$ cat src/hkm_pkg.sv
// Package for the keyboard-report-to-MIDI converter: constants, types and the key table.
`default_nettype none

package hkm_pkg;

    localparam int KEY_SLOTS     = 6;
    localparam int IN_KEY_FIELDS = 6;
    localparam int LANES         = 2 * KEY_SLOTS;

    localparam logic [7:0] STATUS_NOTE_OFF = 8'h80;
    localparam logic [7:0] STATUS_NOTE_ON  = 8'h90;
    localparam logic [6:0] VELOCITY_RESET  = 7'd100;

    localparam logic OP_REPORT = 1'b0;
    localparam logic OP_LOST   = 1'b1;

    typedef logic [KEY_SLOTS-1:0][7:0] t_keys;

    typedef struct packed {
        logic       hit;
        logic [6:0] note;
    } t_lane_res;

    typedef t_lane_res [LANES-1:0] t_lane_vec;

    // QWERTY piano layout, 0 = unmapped
    function automatic logic [6:0] note_of(input logic [7:0] code);
        logic [6:0] note;
        case (code)
            8'h05: note = 7'd67;
            8'h06: note = 7'd64;
            8'h07: note = 7'd63;
            8'h08: note = 7'd52;
            8'h0A: note = 7'd66;
            8'h0B: note = 7'd68;
            8'h0D: note = 7'd70;
            8'h10: note = 7'd71;
            8'h11: note = 7'd69;
            8'h14: note = 7'd48;
            8'h15: note = 7'd53;
            8'h16: note = 7'd61;
            8'h17: note = 7'd55;
            8'h18: note = 7'd59;
            8'h19: note = 7'd65;
            8'h1A: note = 7'd50;
            8'h1B: note = 7'd62;
            8'h1C: note = 7'd57;
            8'h1D: note = 7'd60;
            8'h1F: note = 7'd49;
            8'h20: note = 7'd51;
            8'h22: note = 7'd54;
            8'h23: note = 7'd56;
            8'h24: note = 7'd58;
            8'h36: note = 7'd72;
            default: note = 7'd0;
        endcase
        return note;
    endfunction

endpackage

`default_nettype wire

$ cat src/hkm_lane.sv
// One compare lane: is a nonzero, mapped code absent from the other report, and which note it plays.
`default_nettype none

module hkm_lane (
    input  wire logic [7:0]     i_code,
    input  wire hkm_pkg::t_keys i_other,
    output hkm_pkg::t_lane_res  o_res
);

    logic [hkm_pkg::KEY_SLOTS-1:0] match;
    logic [6:0]                    note;

    always_comb begin
        for (int s = 0; s < hkm_pkg::KEY_SLOTS; s++) begin
            match[s] = (i_other[s] == i_code);
        end
    end

    assign note       = hkm_pkg::note_of(i_code);
    assign o_res.note = note;
    assign o_res.hit  = (i_code != 8'd0) && !(|match) && (note != 7'd0);

endmodule

`default_nettype wire

$ cat config.mk
export PLATFORM = sky130hd
export DESIGN_NAME = hkm_lane
export DESIGN_NICKNAME = d
export VERILOG_FILES = /design/src/hkm_pkg.sv /design/src/hkm_lane.sv
export SDC_FILE = /design/constraint.sdc
export NUM_CORES = 1
export LEC_CHECK = 0
export BUFFER_PORTS_ARGS = -buffer_cell sky130_fd_sc_hd__buf_4
export CAP_MARGIN = 20
export CORE_ASPECT_RATIO = 0.7
export CORE_MARGIN = 2
export CORE_UTILIZATION = 40
export DETAILED_ROUTE_END_ITERATION = 8
export PLACE_DENSITY = 0.8
export SYNTH_ARGS = -nofsm -noshare
export SYNTH_HDL_FRONTEND = slang
export SYNTH_SLANG_ARGS = --single-unit
$ cat constraint.sdc
create_clock -name vclk -period 4.7
set_clock_uncertainty 0.2 [all_clocks]
set_input_delay 1.175 -clock vclk [all_inputs]
set_output_delay 1.175 -clock vclk [all_outputs]
set_load 0.1 [all_outputs]
==> results of run 1 <==
## final cells by class
type | count | share of cell area (%)
Tap cell | 34 | 2.41
Timing Repair Buffer | 80 | 34.8
Inverter | 3 | 0.922
Multi-Input combinational cell | 131 | 61.9
## logic make-up (layout without fill, tap and decap cells)
kind of cell / Yosys count / after routing / share of synthesized area [%]
compound gates: 32 / 32 / 21.4
xor+xnor: 48 / 48 / 39.8
fa+ha+maj: 5 / 5 / 5.92
buf+inv: 16 / 83 / 7.93
mux: 2 / 2 / 2.01
simple gates: 44 / 44 / 23.0
## worst paths after layout
path / endpoint / from / slack [ns]
max: o_res[7] / i_code[0] / 0.04
min: o_res[3] / i_code[4] / 2.77
## worst max-delay path, stage by stage
cell and delay (ns):
buf_4 0.14, buf_4 0.13, ha_1 0.25, buf_4 0.16, a211oi_1 0.34, a221oi_4 0.12
or4_4 0.44, o31a_4 0.35, buf_12 0.17
## placed cells by master, fill, tap and decap left out, types with 2 or more instances in the layout
| master | n |
|---|---|
| nand4_1 | 8 |
| xnor2_1 | 32 |
| o21ai_0 | 3 |
| a211oi_1 | 2 |
| xor2_1 | 16 |
| ha_1 | 2 |
| nor3_1 | 2 |
| nor2_1 | 5 |
| nand2_1 | 9 |
| ha_4 | 3 |
| nand2b_1 | 4 |
| o21ai_1 | 6 |
| nand3_1 | 3 |
| buf_4 | 79 |
| a21oi_1 | 4 |
| nor4_1 | 5 |
| nor2b_1 | 2 |
| a21boi_1 | 2 |
| inv_4 | 2 |
## cell usage after synthesis (all sizes together)
library cell  number  area (µm²)
a31oi              1        6.26
a221oi             1        8.76
or4                1        7.51
a32o               1        10.0
a311oi             1        8.76
buf               12        68.8
nor2               5        18.8
a211oi             2        15.0
a21oi              5        25.0
a22oi              2        20.0
nor4               6        37.5
a2bb2oi            1        8.76
and2b              2        17.5
inv                3        11.3
xor2              16         140
ha                 5        62.6
o31a               2        17.5
o22ai              1        6.26
o221ai             1        8.76
a21boi             2        15.0
nor3               2        10.0
clkbuf             1        3.75
nor2b              2        12.5
xnor2             32         280
o211ai             1        12.5
nand4              8        50.1
and2               1        8.76
o32ai              1        8.76
mux2i              1        10.0
o311a              1        10.0
or3                1        6.26
o21ai              9        45.0
nand2              9        33.8
nand2b             4        25.0
mux2               1        11.3
nand3              3        15.0
## metal layers
layer,up-vias,share of wire (%),routed length (µm)
li1,653,-,-
met1,631,47,1760
met2,49,45,1710
met3,0,7.9,296
met4,0,0,0
met5,-,0,0
## stage by stage
| step | utilization [%] | instances |
|---|---|---|
| 2_1_floorplan | - | 147 |
| 3_3_place_gp | 70.7 | 248 |
| 3_5_place_dp | 70.7 | 248 |
| 4_1_cts | 70.7 | 248 |
| 5_1_grt | 71.2 | 248 |
| 6_report | 71.2 | 248 |
## timing repair
item	4_1_cts	5_1_grt
resized for setup	0	3
endpoints found under the setup margin	0	1
setup buffers	0	0
## power by group
part,internal (µW),switching (µW)
sequential,0,0
clock,0,0
combinational,93.1,99.9
==> summary.md, run 1 <==
| Metric | Value |
|---|---|
| Outcome | `finished clean` |
| WS Path Type | `primary input to primary output` |
| WL final | `~3800 µm` |
| DIE AREA | `3080 µm²` |
| Slew HR | `65.9%` |
| Row count | `15` |
| Drt first pass iters | `4` |
| DRC violation total after the first TritonRoute iteration | `between 80 and 90` |
| Ratio of cells with drive above 1 in the final layout | `46.3%` |
| Largest net degree at the start of global routing | `19` |
| Placement Setup Slack | `0.0124 ns` |
| Met1 Usage GRT | `between 30% and 40%` |
| Final WS setup | `0.0411 ns` |
| Vias in the first global route | `approximately 1,100` |
| Avg Inst Size Synth | `7.19 µm²` |
| Fmax | `215 MHz` |
| Pwr Density | `around 110 nW/µm²` |
| CORE AREA | `2480 µm²` |
| Fin area | `~1800 µm²` |
| Total of max-cap violations | `0` |
| Seq_cells | `0` |
| Routability congestion estimate | `1.03` |
| Final-layout clock buffer total | `0` |
| Crit path max fanout | `4` |
| Final Hold Fails | `0` |
| Minimum period implied by the final worst setup slack | `roughly 4.7 ns` |
| Die H | `about 47 µm` |
| Hold Path Class | `primary input to primary output` |
| Mapped Area | `1060 µm²` |
| Worst-margin pin slew | `0.508 ns` |
| Ys Warns | `0` |
| Initial antenna violation count | `0` |
| CP arrival | `3.28 ns` |
| Hpwl dp | `3120 µm` |
| Count of pins over their slew limit | `0` |
| Pleak | `0.000738 µW` |
| GR Layer Usage met2 | `36.9%` |
| Vias/cell | `5.38` |
| Mapped Cells | `147` |
| Wire per inst | `15.2 µm` |
| # nets final | `277` |
| DP Area | `1750 µm²` |
| Final period util | `about 99%` |
| WHS Path Cells | `4` |
| Final setup vio count | `0` |
| Area Growth Syn to Fin | `66.9%` |
| Initial core utilization | `42.7%` |
| First-pass GRT wire length | `between 5000 and 6000 µm` |
| IR Drop Worst-Case VDD | `0.0491 mV` |
| GR Overflow Total | `0` |
| Total GRT Usage | `22.6%` |
| Register area | `0 µm²` |
| I/O Pins | `64` |
| Req. time, crit path | `between 3 and 4 ns` |
| Synth unique cells | `42` |
| Startpoint Class | `primary input` |
| Pwr Total | `193 µW` |
| Unrepaired setup endpoints after global routing | `false` |
| Busiest layer in global routing | `met2` |
| DR vias | `about 1,300` |
| Port buffer count | `64` |
| Antenna fix cells | `0` |
| GRT met3 Usage | `between 2 and 2.5%` |
| CTS Hold Buffers Added | `0` |
| Area occupied by multi-input gates | `1090 µm²` |
| Worst hold slack | `2.77 ns` |
| Antenna viol nets, final | `0` |
| Sequential share of the synthesized area | `0%` |
| Layout fillers | `204` |
| Setup TNS | `0 ns` |
| Syn_nets | `208` |
| DR DRC count | `0` |
| Die Span X | `65.5 µm` |
| Crit end category | `primary output` |
No activity file was read; power rests on OpenSTA's default activity.
==> inputs of run 2 (changes only) <==
--- a/config.mk
+++ b/config.mk
@@ -12,6 +12,7 @@
 export CORE_UTILIZATION = 40
 export DETAILED_ROUTE_END_ITERATION = 8
 export PLACE_DENSITY = 0.8
+export SETUP_SLACK_MARGIN = 0.5
 export SYNTH_ARGS = -nofsm -noshare
 export SYNTH_HDL_FRONTEND = slang
 export SYNTH_SLANG_ARGS = --single-unit
==> summary.md, run 2 (synthesis results as in run 1) <==
| Metric | Value |
|---|---|
| Outcome | `finished clean` |
| Critical Path Max Stage Delay | `0.48 ns (+0.04 ns)` |
| Final setup vio count | `0 (unchanged)` |
| WS Path Type | `primary input to primary output` |
| CTS Hold Buffers Added | `0 (unchanged)` |
| DR DRC count | `0 (unchanged)` |
| Commonest non-fill, non-tap cell in the layout | `buf_4` |
| Total of max-cap violations | `0 (unchanged)` |
| Total GRT Usage | `22.9% (+0.31 points)` |
| Setup TNS | `0 ns (unchanged)` |
| DP Area | `1750 µm² (unchanged)` |
| Die H | `47.0 µm (unchanged)` |
| DR vias | `1,324 (-0.68%)` |
| Slowest-stage cell, CP | `or4_4` |
| Die Span X | `65.5 µm (unchanged)` |
| Final Hold Fails | `0 (unchanged)` |
| Startpoint Class | `primary input` |
| Unrepaired setup endpoints after global routing | `true` |
| Port buffer count | `64 (unchanged)` |
| Wire per inst | `15.1 µm (-0.24%)` |
| Ratio of cells with drive above 1 in the final layout | `47.9% (+1.6 points)` |
| Most frequent cells in the layout | `buf_4 (77), xnor2_1 (32), xor2_1 (16)` |
| CP arrival | `3.12 ns (-0.16 ns)` |
| Register area | `0 µm² (unchanged)` |
| Final WS setup | `0.201 ns (+0.160 ns)` |
| Placement Setup Slack | `0.0124 ns (unchanged)` |
| Crit-path cells | `buf_6 -> inv_4 -> ha_4 -> and2b_1 -> o21ai_1 -> o21ai_1 -> o311a_4 -> or4_4 -> o31a_4 -> buf_12` |
| CORE AREA | `2480 µm² (unchanged)` |
| Row count | `15 (unchanged)` |
| GR Overflow Total | `0 (unchanged)` |
| DIE AREA | `3080 µm² (unchanged)` |
| Crit end category | `primary output` |
| CP most frequent cell | `o21ai_1` |
| Vias in the first global route | `1,180 (+2.8%)` |
| Final-layout clock buffer total | `0 (unchanged)` |
| Hold Path Class | `primary input to primary output` |
| Pleak | `0.000746 µW (+1.1%)` |
| Worst-margin pin slew | `0.495 ns (-0.0134 ns)` |
| Initial core utilization | `42.7% (unchanged)` |
| Largest net degree at the start of global routing | `19 (unchanged)` |
| Pwr Total | `195 µW (+1.2%)` |
| Hpwl dp | `3120 µm (unchanged)` |
| Req. time, crit path | `3.32 ns (about the same)` |
| Drt first pass iters | `4 (unchanged)` |
| First-pass GRT wire length | `5560 µm (+1.5%)` |
| WL final | `3770 µm (+0.16%)` |
| Antenna fix cells | `0 (unchanged)` |
| Fin area | `1800 µm² (+1.8%)` |
| Seq_cells | `0 (unchanged)` |
| Pwr Density | `109 nW/µm² (-0.59%)` |
| Initial antenna violation count | `0 (unchanged)` |
| Minimum period implied by the final worst setup slack | `4.50 ns (-0.160 ns)` |
| Fmax | `222 MHz (+3.6%)` |
| IR Drop Worst-Case VDD | `0.0456 mV (-7.1%)` |
| Routability congestion estimate | `1.03 (unchanged)` |
| DRC violation total after the first TritonRoute iteration | `80 (-9.1%)` |
| Slew HR | `66.7% (+0.82 points)` |
| I/O Pins | `64 (unchanged)` |
| Vias/cell | `5.32 (-1.1%)` |
| # nets final | `278 (+0.36%)` |
| Area Growth Syn to Fin | `69.8%` |
| Crit path max fanout | `4 (unchanged)` |
| Count of pins over their slew limit | `0 (unchanged)` |
| Antenna viol nets, final | `0 (unchanged)` |
| Final period util | `95.7% (-3.4 points)` |
-- run 2: changes by cell type in the layout (fill, tap and decap cells not counted), sizes merged --
| cell | change |
|---|---|
| buf | +1 |
-- run 2: stage by stage --
step | hold WS, ns | utilization (%) | instances
2_1_floorplan | 2.55 | - | 147
3_3_place_gp | 2.77 | 70.7 | 248
3_5_place_dp | 2.77 | 70.7 | 248
4_1_cts | 2.77 | 72.5 | 249
5_1_grt | 2.81 | 72.5 | 249
6_report | 2.77 | 72.5 | 249
-- run 2: area by class of cell --
| type | count | area (µm²) |
|---|---|---|
| Tap cell | 34 | 42.5 |
| Multi-Input combinational cell | 131 | 1100 |
| Inverter | 3 | 16.3 |
| Timing Repair Buffer | 81 | 632 |
| Fill cell | 200 | 682 |
-- run 2: what timing repair did --
action,CTS,global route
endpoints found under the setup margin,3,4
gates resized for setup,10,0
pin swaps,4,0
setup buffers,1,0
-- run 2: worst paths after layout --
check,start,endpoint,slack (ns),depth (start not counted)
worst max-delay path,i_code[0],o_res[7],0.20,10
worst min-delay path,i_code[4],o_res[3],2.77,4
-- run 2: critical path: cells and delay by family --
kind                       cells  cell delay, ns
and+or+nand+nor                2            0.65
buffers and inverters          3            0.32
AOI/OAI and AO/OA              4            0.83
adders and majority gates      1            0.15
-- run 2: per-layer routing --
layer  GRT usage (%)  part of all wire [%]  up-vias  wire length (µm)
li1                -                     -      659                 -
met1            34.1                    46      620              1730
met2            38.6                    47       45              1760
met3            2.16                   7.5        0               283
met4               0                     0        0                 0
met5               0                     0        -                 0
-- run 2: where the power goes --
| group | total [µW] | internal (µW) | switching (µW) |
|---|---|---|---|
| registers | 0 | 0 | 0 |
| clock network | 0 | 0 | 0 |
| logic | 195 | 94.9 | 100 |
| total | 195 | 94.9 | 100 |
